File: src/rtl/fms_pkg.sv
// ----------------------------------------------------------------------------
// fms_pkg
// Types, codes and constants shared by the flight mode sequencer modules.
// ----------------------------------------------------------------------------
`default_nettype none

package fms_pkg;

   localparam int unsigned TICK_DIVIDE = 20;
   localparam int unsigned DIV_W       = $clog2(TICK_DIVIDE + 1);
   localparam int unsigned CSR_ADDR_W  = 5;
   localparam int unsigned CSR_DATA_W  = 32;

   localparam logic [12:0]       ARM_THRESHOLD  = 13'd3000;
   localparam logic signed [9:0] WAGGLE_SIZE    = 10'sd300;
   localparam logic [8:0]        WAGGLE_COUNT   = 9'd4;
   localparam logic [8:0]        SAVE_ORIGIN_AT = 9'd6;
   localparam logic [8:0]        DEAD_RECKON_AT = 9'd2;

   localparam logic [7:0] CALIB_TICKS_RST   = 8'd21;
   localparam logic [7:0] STANDBY_TICKS_RST = 8'd96;
   localparam logic [7:0] LAUNCH_TICKS_RST  = 8'd40;

   localparam logic [2:0] REG_ALT_HOLD_STAB = 3'd0;
   localparam logic [2:0] REG_ALT_HOLD_WP   = 3'd1;
   localparam logic [2:0] REG_FS_MAIN_PLAN  = 3'd2;
   localparam logic [2:0] REG_FS_HOLD       = 3'd3;
   localparam logic [2:0] REG_CATAPULT_EN   = 3'd4;
   localparam logic [2:0] REG_CALIB_TICKS   = 3'd5;
   localparam logic [2:0] REG_STANDBY_TICKS = 3'd6;
   localparam logic [2:0] REG_LAUNCH_TICKS  = 3'd7;

   localparam logic [3:0] MODE_START    = 4'd0;
   localparam logic [3:0] MODE_CALIB    = 4'd1;
   localparam logic [3:0] MODE_ACQUIRE  = 4'd2;
   localparam logic [3:0] MODE_MANUAL   = 4'd3;
   localparam logic [3:0] MODE_STAB     = 4'd4;
   localparam logic [3:0] MODE_WAYPOINT = 4'd5;
   localparam logic [3:0] MODE_RETURN   = 4'd6;
   localparam logic [3:0] MODE_ARMED    = 4'd7;
   localparam logic [3:0] MODE_DELAY    = 4'd8;

   localparam logic [2:0] ACT_NONE         = 3'd0;
   localparam logic [2:0] ACT_CALIBRATE    = 3'd1;
   localparam logic [2:0] ACT_BEGIN_MAIN   = 3'd2;
   localparam logic [2:0] ACT_BEGIN_RTL    = 3'd3;
   localparam logic [2:0] ACT_INIT_MAIN    = 3'd4;
   localparam logic [2:0] ACT_HOLD_ALT     = 3'd5;
   localparam logic [2:0] ACT_CLEAR_LAUNCH = 3'd6;

   localparam logic [1:0] HOLD_PITCH = 2'd1;
   localparam logic [1:0] HOLD_FULL  = 2'd2;

   localparam logic [1:0] SW_MANUAL   = 2'd0;
   localparam logic [1:0] SW_STAB     = 2'd1;
   localparam logic [1:0] SW_WAYPOINT = 2'd2;

   typedef enum logic [8:0] {
      MS_START    = 9'b000000001,
      MS_CALIB    = 9'b000000010,
      MS_ACQUIRE  = 9'b000000100,
      MS_MANUAL   = 9'b000001000,
      MS_STAB     = 9'b000010000,
      MS_WAYPOINT = 9'b000100000,
      MS_RETURN   = 9'b001000000,
      MS_ARMED    = 9'b010000000,
      MS_DELAY    = 9'b100000000
   } mode_type;

   typedef struct packed {
      logic gps;
      logic pitch;
      logic aht;
      logic ahp;
      logic disthr;
      logic home_hold;
      logic dead_reckon;
   } flags_type;

   typedef struct packed {
      mode_type          mode;
      logic [DIV_W-1:0]  tick_div;
      logic [7:0]        calib_count;
      logic [8:0]        standby_count;
      logic [7:0]        launch_count;
      logic signed [9:0] waggle;
      flags_type         flags;
      logic              last_man_req;
      logic              red_led;
      logic              orange_led;
   } seq_state_type;

   typedef struct packed {
      logic [1:0] alt_hold_stab;
      logic [1:0] alt_hold_wp;
      logic       fs_main_plan;
      logic       fs_hold;
      logic       catapult_en;
      logic [7:0] calib_ticks;
      logic [7:0] standby_ticks;
      logic [7:0] launch_ticks;
   } cfg_type;

   function automatic logic [3:0] mode_code(input mode_type m);
      logic [3:0] code;
      unique case (m)
         MS_CALIB:    code = MODE_CALIB;
         MS_ACQUIRE:  code = MODE_ACQUIRE;
         MS_MANUAL:   code = MODE_MANUAL;
         MS_STAB:     code = MODE_STAB;
         MS_WAYPOINT: code = MODE_WAYPOINT;
         MS_RETURN:   code = MODE_RETURN;
         MS_ARMED:    code = MODE_ARMED;
         MS_DELAY:    code = MODE_DELAY;
         default:     code = MODE_START;
      endcase
      return code;
   endfunction

endpackage

`default_nettype wire

File: src/rtl/fms_step.sv
// ----------------------------------------------------------------------------
// fms_step
// Next-state logic of the mode machine for one tick: divider, async
// request, mode handler and mode entry.
// ----------------------------------------------------------------------------
`default_nettype none

module fms_step (
   input  fms_pkg::seq_state_type state_cur,
   input  fms_pkg::cfg_type       cfg,
   input  logic                   radio_link,
   input  logic                   nav_usable,
   input  logic [1:0]             flight_sel,
   input  logic [12:0]            launch_arm_pulse,
   input  logic                   launch_fired,
   input  logic                   gps_startup_ok,
   input  logic                   mag_ready,
   input  logic                   radio_lost_event,
   output fms_pkg::seq_state_type state_nxt,
   output logic [2:0]             action,
   output logic                   origin_mark
);
   import fms_pkg::*;

   logic     sw_man;
   logic     sw_stab;
   logic     sw_wp;
   logic     arm_sig;
   logic     sync;
   logic     asap;
   logic     do_step;
   logic     enter_en;
   mode_type enter_mode;
   mode_type mode_old;
   logic [8:0] standby_dec;

   assign sw_man   = (flight_sel == SW_MANUAL);
   assign sw_stab  = (flight_sel == SW_STAB);
   assign sw_wp    = (flight_sel == SW_WAYPOINT);
   assign arm_sig  = (launch_arm_pulse > ARM_THRESHOLD);
   assign mode_old = state_cur.mode;
   assign sync     = (state_cur.tick_div >= DIV_W'(TICK_DIVIDE));
   assign asap     = radio_lost_event
                   | (cfg.catapult_en & ((sw_man != state_cur.last_man_req)
                                       | (launch_fired & (mode_old == MS_ARMED))
                                       | (mode_old == MS_DELAY)));
   assign do_step  = sync | asap;
   assign standby_dec = (state_cur.standby_count != '0)
                      ? state_cur.standby_count - 9'd1 : '0;

   always_comb begin
      state_nxt   = state_cur;
      action      = ACT_NONE;
      origin_mark = 1'b0;
      enter_en    = 1'b0;
      enter_mode  = MS_START;

      state_nxt.last_man_req = sw_man;
      if (sync) begin
         state_nxt.tick_div = '0;
      end else if (asap && cfg.catapult_en) begin
         state_nxt.tick_div = '0;
      end else begin
         state_nxt.tick_div = state_cur.tick_div + DIV_W'(1);
      end

      if (do_step) begin
         unique case (mode_old)
            MS_CALIB: begin
               if (radio_link) begin
                  state_nxt.red_led = ~state_cur.red_led;
                  if (state_cur.calib_count <= 8'd1) begin
                     state_nxt.calib_count = '0;
                     enter_en   = 1'b1;
                     enter_mode = MS_ACQUIRE;
                  end else begin
                     state_nxt.calib_count = state_cur.calib_count - 8'd1;
                  end
               end else begin
                  enter_en   = 1'b1;
                  enter_mode = MS_CALIB;
               end
            end
            MS_ACQUIRE: begin
               if (nav_usable && mag_ready && radio_link) begin
                  if (gps_startup_ok) begin
                     if (state_cur.standby_count == WAGGLE_COUNT + 9'd1) begin
                        state_nxt.waggle = WAGGLE_SIZE;
                     end else if (state_cur.standby_count <= WAGGLE_COUNT) begin
                        state_nxt.waggle = -state_cur.waggle;
                     end else begin
                        state_nxt.waggle = '0;
                     end
                     state_nxt.standby_count = standby_dec;
                     if (standby_dec == SAVE_ORIGIN_AT) begin
                        origin_mark = 1'b1;
                     end else if (standby_dec == DEAD_RECKON_AT) begin
                        state_nxt.flags.dead_reckon = 1'b1;
                     end else if (standby_dec == '0) begin
                        enter_en   = 1'b1;
                        enter_mode = MS_MANUAL;
                     end
                  end
               end else begin
                  state_nxt.waggle = '0;
               end
            end
            MS_MANUAL, MS_STAB: begin
               enter_en = 1'b1;
               if (radio_link) begin
                  if (cfg.catapult_en && arm_sig && sw_wp && nav_usable) begin
                     enter_mode = MS_ARMED;
                  end else if (sw_wp && nav_usable) begin
                     enter_mode = MS_WAYPOINT;
                  end else if (mode_old == MS_MANUAL && sw_stab) begin
                     enter_mode = MS_STAB;
                  end else if (mode_old == MS_STAB && sw_man) begin
                     enter_mode = MS_MANUAL;
                  end else begin
                     enter_en = 1'b0;
                  end
               end else if (nav_usable) begin
                  enter_mode = MS_RETURN;
               end else if (mode_old == MS_MANUAL) begin
                  enter_mode = MS_STAB;
               end else begin
                  enter_en = 1'b0;
               end
            end
            MS_WAYPOINT: begin
               state_nxt.red_led = ~state_cur.red_led;
               enter_en = 1'b1;
               if (radio_link) begin
                  if (sw_man) begin
                     enter_mode = MS_MANUAL;
                  end else if (sw_stab) begin
                     enter_mode = MS_STAB;
                  end else begin
                     enter_en = 1'b0;
                  end
               end else begin
                  enter_mode = MS_RETURN;
               end
            end
            MS_RETURN: begin
               if (radio_link) begin
                  enter_en = 1'b1;
                  if (sw_man) begin
                     enter_mode = MS_MANUAL;
                  end else if (sw_stab) begin
                     enter_mode = MS_STAB;
                  end else if (sw_wp && nav_usable) begin
                     enter_mode = MS_WAYPOINT;
                  end else begin
                     enter_en = 1'b0;
                  end
               end else if (cfg.fs_hold) begin
                  state_nxt.flags.home_hold = 1'b1;
               end
            end
            MS_ARMED: begin
               if (sw_man || !radio_link || !nav_usable) begin
                  state_nxt.orange_led = 1'b0;
                  enter_en   = 1'b1;
                  enter_mode = MS_MANUAL;
               end else if (launch_fired) begin
                  state_nxt.orange_led   = 1'b0;
                  state_nxt.launch_count = cfg.launch_ticks;
                  state_nxt.mode         = MS_DELAY;
               end
            end
            MS_DELAY: begin
               if (sw_man || !radio_link || !nav_usable) begin
                  state_nxt.orange_led = 1'b0;
                  enter_en   = 1'b1;
                  enter_mode = MS_MANUAL;
               end else if (state_cur.launch_count <= 8'd1) begin
                  state_nxt.launch_count = '0;
                  enter_en   = 1'b1;
                  enter_mode = MS_WAYPOINT;
               end else begin
                  state_nxt.launch_count = state_cur.launch_count - 8'd1;
               end
            end
            default: begin
               enter_en   = 1'b1;
               enter_mode = MS_CALIB;
            end
         endcase
      end

      if (enter_en) begin
         unique case (enter_mode)
            MS_CALIB: begin
               state_nxt.flags.gps   = 1'b0;
               state_nxt.flags.pitch = 1'b0;
               state_nxt.flags.aht   = 1'b0;
               state_nxt.flags.ahp   = 1'b0;
               state_nxt.waggle      = '0;
               state_nxt.calib_count = cfg.calib_ticks;
               state_nxt.red_led     = 1'b1;
               state_nxt.mode        = MS_CALIB;
            end
            MS_ACQUIRE: begin
               state_nxt.flags.gps     = 1'b0;
               state_nxt.flags.pitch   = 1'b0;
               state_nxt.flags.aht     = 1'b0;
               state_nxt.flags.ahp     = 1'b0;
               action                  = ACT_CALIBRATE;
               state_nxt.waggle        = WAGGLE_SIZE;
               state_nxt.standby_count = {1'b0, cfg.standby_ticks};
               state_nxt.red_led       = 1'b0;
               state_nxt.mode          = MS_ACQUIRE;
            end
            MS_MANUAL: begin
               state_nxt.flags.gps    = 1'b0;
               state_nxt.flags.pitch  = 1'b0;
               state_nxt.flags.aht    = 1'b0;
               state_nxt.flags.ahp    = 1'b0;
               state_nxt.flags.disthr = 1'b0;
               state_nxt.waggle       = '0;
               state_nxt.red_led      = 1'b0;
               state_nxt.mode         = MS_MANUAL;
            end
            MS_STAB: begin
               if (cfg.alt_hold_stab == HOLD_PITCH) begin
                  action = ACT_HOLD_ALT;
               end
               state_nxt.flags.gps   = 1'b0;
               state_nxt.flags.pitch = 1'b1;
               state_nxt.flags.aht   = (cfg.alt_hold_stab == HOLD_FULL);
               state_nxt.flags.ahp   = (cfg.alt_hold_stab == HOLD_FULL)
                                     | (cfg.alt_hold_stab == HOLD_PITCH);
               state_nxt.waggle      = '0;
               state_nxt.red_led     = 1'b1;
               state_nxt.mode        = MS_STAB;
            end
            MS_WAYPOINT: begin
               state_nxt.flags.disthr = 1'b0;
               state_nxt.flags.gps    = 1'b1;
               state_nxt.flags.pitch  = 1'b1;
               state_nxt.flags.aht    = (cfg.alt_hold_wp == HOLD_FULL);
               state_nxt.flags.ahp    = (cfg.alt_hold_wp == HOLD_FULL)
                                      | (cfg.alt_hold_wp == HOLD_PITCH);
               if (!(cfg.fs_main_plan && mode_old == MS_RETURN)) begin
                  action = ACT_BEGIN_MAIN;
               end
               state_nxt.waggle  = '0;
               state_nxt.red_led = 1'b1;
               state_nxt.mode    = MS_WAYPOINT;
            end
            MS_RETURN: begin
               state_nxt.flags.gps   = 1'b1;
               state_nxt.flags.pitch = 1'b1;
               state_nxt.flags.aht   = (cfg.alt_hold_wp == HOLD_FULL);
               state_nxt.flags.ahp   = (cfg.alt_hold_wp == HOLD_FULL)
                                     | (cfg.alt_hold_wp == HOLD_PITCH);
               if (cfg.fs_hold) begin
                  state_nxt.flags.home_hold = 1'b1;
               end
               if (!cfg.fs_main_plan) begin
                  action = ACT_BEGIN_RTL;
               end else if (mode_old != MS_WAYPOINT) begin
                  action = ACT_INIT_MAIN;
               end
               state_nxt.waggle  = '0;
               state_nxt.red_led = 1'b1;
               state_nxt.mode    = MS_RETURN;
            end
            MS_ARMED: begin
               action                 = ACT_CLEAR_LAUNCH;
               state_nxt.flags.disthr = 1'b1;
               state_nxt.orange_led   = 1'b1;
               state_nxt.mode         = MS_ARMED;
            end
            default: begin
               state_nxt.mode = state_nxt.mode;
            end
         endcase
      end
   end

endmodule

`default_nettype wire

File: src/rtl/flight_mode_sequencer.sv
// ----------------------------------------------------------------------------
// flight_mode_sequencer
// Mode sequencer of a fixed-wing autopilot, one tick per request beat.
//
// req_* carries one tick beat (radio, GPS, switch, launch inputs). Each
// accepted beat steps the divider and, on the slow clock or an async
// request, the mode machine; one rsp_* beat follows with the mode, control
// flags, waggle offset, LEDs, one-shot action code and nav flags.
// rsp_valid rises in the cycle after acceptance; throughput is one beat per
// cycle while rsp_ready is high, set by the single registered state update.
// A stalled rsp beat holds in the result register; req_ready stays high
// while that register is empty or being drained in the same cycle.
// Reset (synchronous) puts the machine in start, clears flags, LEDs and the
// divider, reloads the timers with the register defaults and resets the
// csr_* registers. The csr_* port is an APB-style slave with registers at
// byte offsets 4*i; write it only while the block is idle.
// ----------------------------------------------------------------------------
`default_nettype none

module flight_mode_sequencer (
   input  logic                             clock,
   input  logic                             reset,

   input  logic                             req_valid,
   output logic                             req_ready,
   input  logic                             req_radio_link,
   input  logic                             req_nav_usable,
   input  logic [1:0]                       req_flight_sel,
   input  logic [12:0]                      req_launch_arm_pulse,
   input  logic                             req_launch_fired,
   input  logic                             req_gps_startup_ok,
   input  logic                             req_mag_ready,
   input  logic                             req_radio_lost_event,

   output logic                             rsp_valid,
   input  logic                             rsp_ready,
   output logic [3:0]                       rsp_mode,
   output logic                             rsp_nav_steer,
   output logic                             rsp_pitch_stab_en,
   output logic                             rsp_alt_hold_throttle,
   output logic                             rsp_alt_hold_pitch,
   output logic                             rsp_throttle_off,
   output logic                             rsp_home_hold,
   output logic signed [9:0]                rsp_waggle,
   output logic                             rsp_red_led,
   output logic                             rsp_orange_led,
   output logic [2:0]                       rsp_action,
   output logic [1:0]                       rsp_nav_flags,

   input  logic                             csr_psel,
   input  logic                             csr_penable,
   input  logic                             csr_pwrite,
   input  logic [fms_pkg::CSR_ADDR_W-1:0]   csr_paddr,
   input  logic [fms_pkg::CSR_DATA_W-1:0]   csr_pwdata,
   output logic [fms_pkg::CSR_DATA_W-1:0]   csr_prdata,
   output logic                             csr_pready
);
   import fms_pkg::*;

   cfg_type       cfg_ff;
   cfg_type       cfg_in;
   seq_state_type state_ff;
   seq_state_type state_in;
   logic          rsp_valid_ff;
   logic          rsp_valid_in;
   logic [3:0]    rsp_mode_ff;
   flags_type     rsp_flags_ff;
   logic signed [9:0] rsp_waggle_ff;
   logic          rsp_red_ff;
   logic          rsp_orange_ff;
   logic [2:0]    rsp_action_ff;
   logic [1:0]    rsp_nav_ff;
   logic [2:0]    step_action;
   logic          step_save;
   logic          accept;
   logic          csr_write;
   logic [2:0]    csr_index;

   fms_step u_step (
      .state_cur        (state_ff),
      .cfg              (cfg_ff),
      .radio_link       (req_radio_link),
      .nav_usable       (req_nav_usable),
      .flight_sel       (req_flight_sel),
      .launch_arm_pulse (req_launch_arm_pulse),
      .launch_fired     (req_launch_fired),
      .gps_startup_ok   (req_gps_startup_ok),
      .mag_ready        (req_mag_ready),
      .radio_lost_event (req_radio_lost_event),
      .state_nxt        (state_in),
      .action           (step_action),
      .origin_mark      (step_save)
   );

   assign req_ready    = ~rsp_valid_ff | rsp_ready;
   assign accept       = req_valid & req_ready;
   assign rsp_valid_in = accept | (rsp_valid_ff & ~rsp_ready);

   assign csr_pready = 1'b1;
   assign csr_write  = csr_psel & csr_penable & csr_pwrite;
   assign csr_index  = csr_paddr[CSR_ADDR_W-1:2];

   always_comb begin
      cfg_in = cfg_ff;
      if (csr_write) begin
         unique case (csr_index)
            REG_ALT_HOLD_STAB: cfg_in.alt_hold_stab = csr_pwdata[1:0];
            REG_ALT_HOLD_WP:   cfg_in.alt_hold_wp   = csr_pwdata[1:0];
            REG_FS_MAIN_PLAN:  cfg_in.fs_main_plan  = csr_pwdata[0];
            REG_FS_HOLD:       cfg_in.fs_hold       = csr_pwdata[0];
            REG_CATAPULT_EN:   cfg_in.catapult_en   = csr_pwdata[0];
            REG_CALIB_TICKS:   cfg_in.calib_ticks   = csr_pwdata[7:0];
            REG_STANDBY_TICKS: cfg_in.standby_ticks = csr_pwdata[7:0];
            REG_LAUNCH_TICKS:  cfg_in.launch_ticks  = csr_pwdata[7:0];
         endcase
      end
   end

   always_comb begin
      unique case (csr_index)
         REG_ALT_HOLD_STAB: csr_prdata = {30'd0, cfg_ff.alt_hold_stab};
         REG_ALT_HOLD_WP:   csr_prdata = {30'd0, cfg_ff.alt_hold_wp};
         REG_FS_MAIN_PLAN:  csr_prdata = {31'd0, cfg_ff.fs_main_plan};
         REG_FS_HOLD:       csr_prdata = {31'd0, cfg_ff.fs_hold};
         REG_CATAPULT_EN:   csr_prdata = {31'd0, cfg_ff.catapult_en};
         REG_CALIB_TICKS:   csr_prdata = {24'd0, cfg_ff.calib_ticks};
         REG_STANDBY_TICKS: csr_prdata = {24'd0, cfg_ff.standby_ticks};
         REG_LAUNCH_TICKS:  csr_prdata = {24'd0, cfg_ff.launch_ticks};
      endcase
   end

   always_ff @(posedge clock) begin
      if (reset) begin
         cfg_ff.alt_hold_stab <= '0;
         cfg_ff.alt_hold_wp   <= '0;
         cfg_ff.fs_main_plan  <= 1'b0;
         cfg_ff.fs_hold       <= 1'b0;
         cfg_ff.catapult_en   <= 1'b0;
         cfg_ff.calib_ticks   <= CALIB_TICKS_RST;
         cfg_ff.standby_ticks <= STANDBY_TICKS_RST;
         cfg_ff.launch_ticks  <= LAUNCH_TICKS_RST;
      end else begin
         cfg_ff <= cfg_in;
      end
   end

   always_ff @(posedge clock) begin
      if (reset) begin
         state_ff.mode          <= MS_START;
         state_ff.tick_div      <= '0;
         state_ff.calib_count   <= CALIB_TICKS_RST;
         state_ff.standby_count <= {1'b0, STANDBY_TICKS_RST};
         state_ff.launch_count  <= LAUNCH_TICKS_RST;
         state_ff.waggle        <= '0;
         state_ff.flags         <= '0;
         state_ff.last_man_req  <= 1'b0;
         state_ff.red_led       <= 1'b0;
         state_ff.orange_led    <= 1'b0;
         rsp_valid_ff           <= 1'b0;
      end else begin
         rsp_valid_ff <= rsp_valid_in;
         if (accept) begin
            state_ff <= state_in;
         end
      end
   end

   always_ff @(posedge clock) begin
      if (accept) begin
         rsp_mode_ff   <= mode_code(state_in.mode);
         rsp_flags_ff  <= state_in.flags;
         rsp_waggle_ff <= state_in.waggle;
         rsp_red_ff    <= state_in.red_led;
         rsp_orange_ff <= state_in.orange_led;
         rsp_action_ff <= step_action;
         rsp_nav_ff    <= {state_in.flags.dead_reckon, step_save};
      end
   end

   assign rsp_valid             = rsp_valid_ff;
   assign rsp_mode              = rsp_mode_ff;
   assign rsp_nav_steer         = rsp_flags_ff.gps;
   assign rsp_pitch_stab_en     = rsp_flags_ff.pitch;
   assign rsp_alt_hold_throttle = rsp_flags_ff.aht;
   assign rsp_alt_hold_pitch    = rsp_flags_ff.ahp;
   assign rsp_throttle_off      = rsp_flags_ff.disthr;
   assign rsp_home_hold         = rsp_flags_ff.home_hold;
   assign rsp_waggle            = rsp_waggle_ff;
   assign rsp_red_led           = rsp_red_ff;
   assign rsp_orange_led        = rsp_orange_ff;
   assign rsp_action            = rsp_action_ff;
   assign rsp_nav_flags         = rsp_nav_ff;

   a_accept_loads: assert property (@(posedge clock) disable iff (reset)
      accept |=> rsp_valid_ff)
      else $error("accepted beat produced no result");

   a_disthr_catapult: assert property (@(posedge clock) disable iff (reset)
      state_ff.flags.disthr |-> (state_ff.mode == MS_ARMED || state_ff.mode == MS_DELAY))
      else $error("throttle disabled outside catapult modes");

   a_waggle_acquire: assert property (@(posedge clock) disable iff (reset)
      (state_ff.waggle != '0) |-> (state_ff.mode == MS_ACQUIRE))
      else $error("waggle active outside acquire");

   a_origin_mark: assert property (@(posedge clock) disable iff (reset)
      (rsp_valid_ff && rsp_nav_ff[0]) |-> (rsp_mode_ff == MODE_ACQUIRE))
      else $error("origin pulse outside acquire");

   a_divider_range: assert property (@(posedge clock) disable iff (reset)
      accept |=> (state_ff.tick_div <= DIV_W'(TICK_DIVIDE)))
      else $error("tick divider out of range");

endmodule

`default_nettype wire

File: config.mk
export PLATFORM = sky130hd
export DESIGN_NAME = flight_mode_sequencer
export DESIGN_NICKNAME = d
export VERILOG_FILES = /design/src/rtl/fms_pkg.sv /design/src/rtl/fms_step.sv /design/src/rtl/flight_mode_sequencer.sv
export SDC_FILE = /design/constraint.sdc
export NUM_CORES = 1
export LEC_CHECK = 0
export BUFFER_PORTS_ARGS = -buffer_cell sky130_fd_sc_hd__buf_4
export CAP_MARGIN = 5
export CORE_MARGIN = 4
export CORE_UTILIZATION = 50
export DETAILED_ROUTE_END_ITERATION = 16
export PLACE_DENSITY = 0.83
export SYNTH_ARGS = -nofsm -noshare
export SYNTH_HDL_FRONTEND = slang
export SYNTH_SLANG_ARGS = --single-unit
File: constraint.sdc
create_clock -name clock -period 3.7 [get_ports clock]
set_clock_uncertainty 0.05 [all_clocks]
set_input_delay 0.74 -clock clock [delete_from_list [all_inputs] [get_ports clock]]
set_output_delay 0.74 -clock clock [all_outputs]
set_load 0.005 [all_outputs]
# After elaboration in Yosys (flattened, before gate mapping)
# Index checks and enable logic that the tools add are counted.
# classes
reduce_logical	35
mux	113
bitwise_logic	17
add_sub_neg	5
order_cmp	5
n_eq_ne	44
# ops
op	n
32-bit one-hot mux with 8 select lines	1
9-bit 2-to-1 mux	27
9-bit one-hot mux with 7 select lines	2
8-bit 2-to-1 mux	8
14-bit one-hot mux with 4 select lines	1
10-bit 2-to-1 mux	5
9-bit by 3-bit equality test with 1-bit output, second input constant	5
1-bit 2-to-1 mux	41
9-bit by 2-bit equality test with 1-bit output, second input constant	4
35-bit 2-to-1 mux	1
4-bit one-hot mux with 8 select lines	1
9-bit by 4-bit equality test with 1-bit output, second input constant	3
9-bit by 5-bit equality test with 1-bit output, second input constant	3
9-bit by 6-bit equality test with 1-bit output, second input constant	3
9-bit by 7-bit equality test with 1-bit output, second input constant	3
9-bit by 8-bit equality test with 1-bit output, second input constant	3
5-bit 2-to-1 mux	4
9-bit equality test, second input constant	2
17-bit 2-to-1 mux	1
8-bit by 1-bit less-or-equal comparator with 1-bit output, second input constant	2
16-bit 2-to-1 mux	1
8-bit one-hot mux with 2 select lines	1
2-bit AND reduction	8
8-bit by 1-bit subtractor with 8-bit output, second input constant	2
36 further kinds	87
# word_totals
word_cells	257
ff_bits	118
in_bits	65

# Logic depth before layout (Yosys ltp)
# logic_depth
word_depth	15
ltp_mapped	13
mapped_depth_nobuf	11

# Modules after synthesis
# From an unflattened synthesis, not the netlist that was laid out.
# hier_totals
cells_unflattened	975
hier_area_um2	7485.9
# modules_own_cells
module	n_inst	cells_per_inst	area_each_um2
flight_mode_sequencer	1	506	4668.2
fms_step	1	469	2817.7

# Worst setup path after synthesis
# No wires, ideal clock.
# synth_timing
path_type	input to register
from	input port req_flight_sel[1]
to	register rsp_mode_ff[1] (netlist: rsp_mode[1]), data pin
slack_ps	614
stages	9
arrival_time_ps	2779
required_time_ps	3393
path_buffers	1
path_cell_list	buf_2 nor2_1 xor2_1 o21a_1 nor2_1 or4b_2 o31ai_2 a2111o_1 o2bb2ai_1
# synth_between
elab_chain_len	14
# synth_lines
element	line	rtl
from (decl)	flight_mode_sequencer.sv:28	input logic [1:0] req_flight_sel,
2-bit zero test	fms_step.sv:37	assign sw_man = (flight_sel == SW_MANUAL);
1-bit logical AND	fms_step.sv:117	end else if (mode_old == MS_STAB && sw_man) begin
4-bit 2-to-1 mux	fms_step.sv:117	
9-bit 2-to-1 mux	fms_step.sv:115	end else if (mode_old == MS_MANUAL && sw_stab) begin
9-bit 2-to-1 mux	fms_step.sv:113	end else if (sw_wp && nav_usable) begin
9-bit 2-to-1 mux	fms_step.sv:111	if (cfg.catapult_en && arm_sig && sw_wp && nav_usable) begin
9-bit 2-to-1 mux	fms_step.sv:110	if (radio_link) begin
9-bit one-hot mux with 7 select lines	fms_step.sv:68	unique case (mode_old)
9-bit 2-to-1 mux	fms_step.sv:67	if (do_step) begin
9-bit by 8-bit equality test with 1-bit output, or another cell as far along	fms_step.sv:193	unique case (enter_mode)
9-bit one-hot mux with 7 select lines	fms_step.sv:193	
9-bit 2-to-1 mux *	fms_step.sv:192	if (enter_en) begin
9-bit equality test, or another cell as far along	fms_pkg.sv:106	unique case (m)
4-bit one-hot mux with 8 select lines *	fms_pkg.sv:106	
to (signal assigned)	flight_mode_sequencer.sv:170	rsp_mode_ff <= mode_code(state_in.mode);
to (decl)	flight_mode_sequencer.sv:66	logic [3:0] rsp_mode_ff;
# Mark *: on every way between the ends. The rest lies on a longest branch, timed or not.
# A chain may end at the register's enable or synchronous reset.

# Worst setup path in the final report
# layout_timing
from	register state_ff[29] (netlist bit)
to	register rsp_mode_ff[0] (netlist: rsp_mode[0]), data pin
# layout_between
elab_chain_len	15
# layout_lines
element	line	rtl
from (decl)	flight_mode_sequencer.sv:62	seq_state_type state_ff;
from (signal assigned)	flight_mode_sequencer.sv:163	state_ff <= state_in;
9-bit by 1-bit subtractor with 9-bit output / 9-bit nonzero test (equally long branches)	fms_step.sv:49, fms_step.sv:48	
9-bit 2-to-1 mux *	fms_step.sv:49	? state_cur.standby_count - 9'd1 : '0;
9-bit zero test	fms_step.sv:99	end else if (standby_dec == '0) begin
4-bit 2-to-1 mux	fms_step.sv:99	
9-bit 2-to-1 mux	fms_step.sv:97	end else if (standby_dec == DEAD_RECKON_AT) begin
9-bit 2-to-1 mux	fms_step.sv:95	if (standby_dec == SAVE_ORIGIN_AT) begin
9-bit 2-to-1 mux	fms_step.sv:86	if (gps_startup_ok) begin
9-bit 2-to-1 mux	fms_step.sv:85	if (nav_usable && mag_ready && radio_link) begin
9-bit one-hot mux with 7 select lines	fms_step.sv:68	
9-bit 2-to-1 mux	fms_step.sv:67	
9-bit by 8-bit equality test with 1-bit output, or another cell as far along	fms_step.sv:193	
9-bit one-hot mux with 7 select lines	fms_step.sv:193	
9-bit 2-to-1 mux *	fms_step.sv:192	
9-bit equality test, or another cell as far along	fms_pkg.sv:106	
4-bit one-hot mux with 8 select lines *	fms_pkg.sv:106	
# Marked as above.

==> impl_metrics.toml <==
[global_route]
grt_pass1_wl_mm = 32.6
track_usage_pct = 24.1
grt_max_degree = 92
grt_pass1_vias = 6513
grt_overflow = 0
antenna_found_initial = 0

[clock_tree]
hold_buffers = 0
numCtsBuffers = 17
ctsResizeCount = 0
cts_buffer_depth = 2
postCtsSetupBuffers = 0
cts-root-buf = "clkbuf_16"
tritoncts = "yes"
cts_max_level = 4
cts_sinks = 118
path_clk_slew_ns = 0.05
worstSkewPairLatency_ns = 0.43

[placed_design]
dp_slack_ns = 0.361
hpwl_mm = 14.5
gp_congestion = 0.970
port_buffers = 75

[die]
ios = 127
core_area_um2 = 14600
rows = 44
die-area_um2 = 17000
fp.dieW_um = 130
die_h_um = 130
start_util_pct = 51.2

[sta]
period_share_pct = 92.5
grt_setup_unrepaired = "no"
worst_slew_pin_slew_ns = 0.985
slew_headroom_pct = 34.3
hold_slack_ns = 0.406
drv_slew = 0
max_freq_mhz = 292
setup_viol = 0
period_minus_slack_ns = 3.42
setup_tns_ns = 0
hold_viol = 0
setup_slack_ns = 0.277

[setup_path]
crit_path_start_kind = "flip-flop"
worstSetupPathType = "reg -> reg"
endpoint_kind = "flip-flop"
cp.arrival_ns = 3.64
path_max_fanout = 9
cp_data_required_time_ns = 3.92
rrSetupSlack_ns = 0.28

[synth]
yosysSeqAreaShare_pct = 35.2
synthFlopType = "dfxtp_1"
syn_area_per_cell_um2 = 8.07
synth_area_um2 = 7470
synth_edf_count = 27
ys_seq_elements = 118
synth_cells = 926
ys_warn_count = 0
ys_async_sr_fraction_pct = 0
synthDistinctLibCells = 91

[drt]
wl_met1_mm = 8.56
dr.max_layer_used = "met4"
initialDrtViolationCount = 734
drt-pass1-iter-count = 6
drcViolationCount = 0
num_vias = 7076
wl_per_cell_um = 17.2
via_per_inst = 5.98
wirelength_mm = 20.4
postRouteAntennaNets = 0
wl_met2_mm = 9.87
met3WireLength_mm = 1.40

[finish]
areaGrowthSynthToFinish_pct = 16.3
layout-drive-gt1-share_pct = 17.8
multiInputGateArea_um2 = 4340
diodes = 0
nFillCells = 1287
fin_util_pct = 59.6
seqCellArea_um2 = 2630
mostFrequentLayoutCell = "nor2_1"
final_nets = 1066
final_cell_mix = "nor2_1 (129), buf_4 (99), nand2_1 (96)"

[job]
maxCapViolations = 0

[pwr]
power_mw = 3.55
leakagePower_nw = 3.42
ir_worst_vdd_v = 0.000326
power.density_nw_per_um2 = 409

[status]
status = "completed"

[hold_path]
min_path_type = "reg -> reg"
final cells by class:
type / count / area share (%)
clock buffers: 19 / 4.98
repair buffers: 100 / 8.78
flip-flops and latches: 118 / 30.3
inverters: 30 / 1.30
clock inverters: 13 / 2.07
multi-input cells: 720 / 49.9
well taps: 184 / 2.65
cell usage after synthesis, types with 14 or more instances:
library cell,number,share of area [%]
mux2i_1,27,3.6
a21oi_1,65,4.4
buf_4,25,2.5
clkbuf_1,38,1.9
dfxtp_1,91,24
a22oi_1,15,1.5
a211oi_1,14,1.4
nor3_1,44,2.9
edfxtp_1,27,11
ha_1,14,2.3
nand3_1,16,1.1
o21ai_0,45,3.0
nand2_1,96,4.8
inv_1,30,1.5
nor2b_1,18,1.5
nor2_1,129,6.5
path summary, 6_finish.rpt:
kind / startpoint / cells after the start / end
max reg2reg: state_ff[29]$_SDFFE_PP0P_ / 11 / rsp_mode[0]$_DFFE_PP_
min reg2reg: state_ff[11]$_SDFFE_PP0P_ / 2 / state_ff[11]$_SDFFE_PP0P_
min: state_ff[11]$_SDFFE_PP0P_ / 2 / state_ff[11]$_SDFFE_PP0P_
max: state_ff[29]$_SDFFE_PP0P_ / 11 / rsp_mode[0]$_DFFE_PP_
sequential cells by signal, indices dropped and copies added (netlist names):
signal	cells
rsp_pitch_stab_en	1
rsp_red_led	1
rsp_valid	1
rsp_waggle	10
rsp_nav_flags	2
rsp_orange_led	1
rsp_alt_hold_throttle	1
rsp_action	3
rsp_throttle_off	1
rsp_mode	4
rsp_alt_hold_pitch	1
rsp_nav_steer	1
rsp_home_hold	1
state_ff	59
cfg_ff	31
metal layers:
layer	vias to the layer above	global-route usage [%]
met5	-	0
met3	42	4.67
met1	3327	31.0
met2	293	40.0
li1	3414	-
met4	0	9.41
logic make-up (layout without fill, tap and decap cells):
kind of cell    after synthesis  after routing  synth area share, %
compound gates              237            237                 21.7
xor+xnor                     13             13                 1.52
fa+ha+maj                    14             14                 2.35
buf+inv                     111            162                 7.82
flops                       118            118                 35.2
mux                          37             37                 5.28
other cells                   2             25                0.101
simple gates                394            394                 26.0
power breakdown:
group	internal [mW]	switching, mW
logic	0.175	0.246
registers	1.36	0.0422
clock network	1.12	0.605
worst max-delay path, cell delays in order, from the launching register on:
cell and delay [ns]:
dfxtp_1 0.44, inv_1 0.12, ha_1 0.25, xnor2_1 0.34, a21oi_1 0.13, or3_1 0.38
nor4_2 0.25, a21oi_1 0.16, nor2_2 0.38, o31ai_2 0.17, a2111o_1 0.43, o2bb2ai_1 0.16
per-stage QoR:
stage,std cells,cell area (µm²)
floorplan,949,7560
detailed placement,1152,8080
CTS,1184,8690
global placement,1152,8080
global route,1184,8690
finish,1184,8690
(Power assumes the default switching activity.)
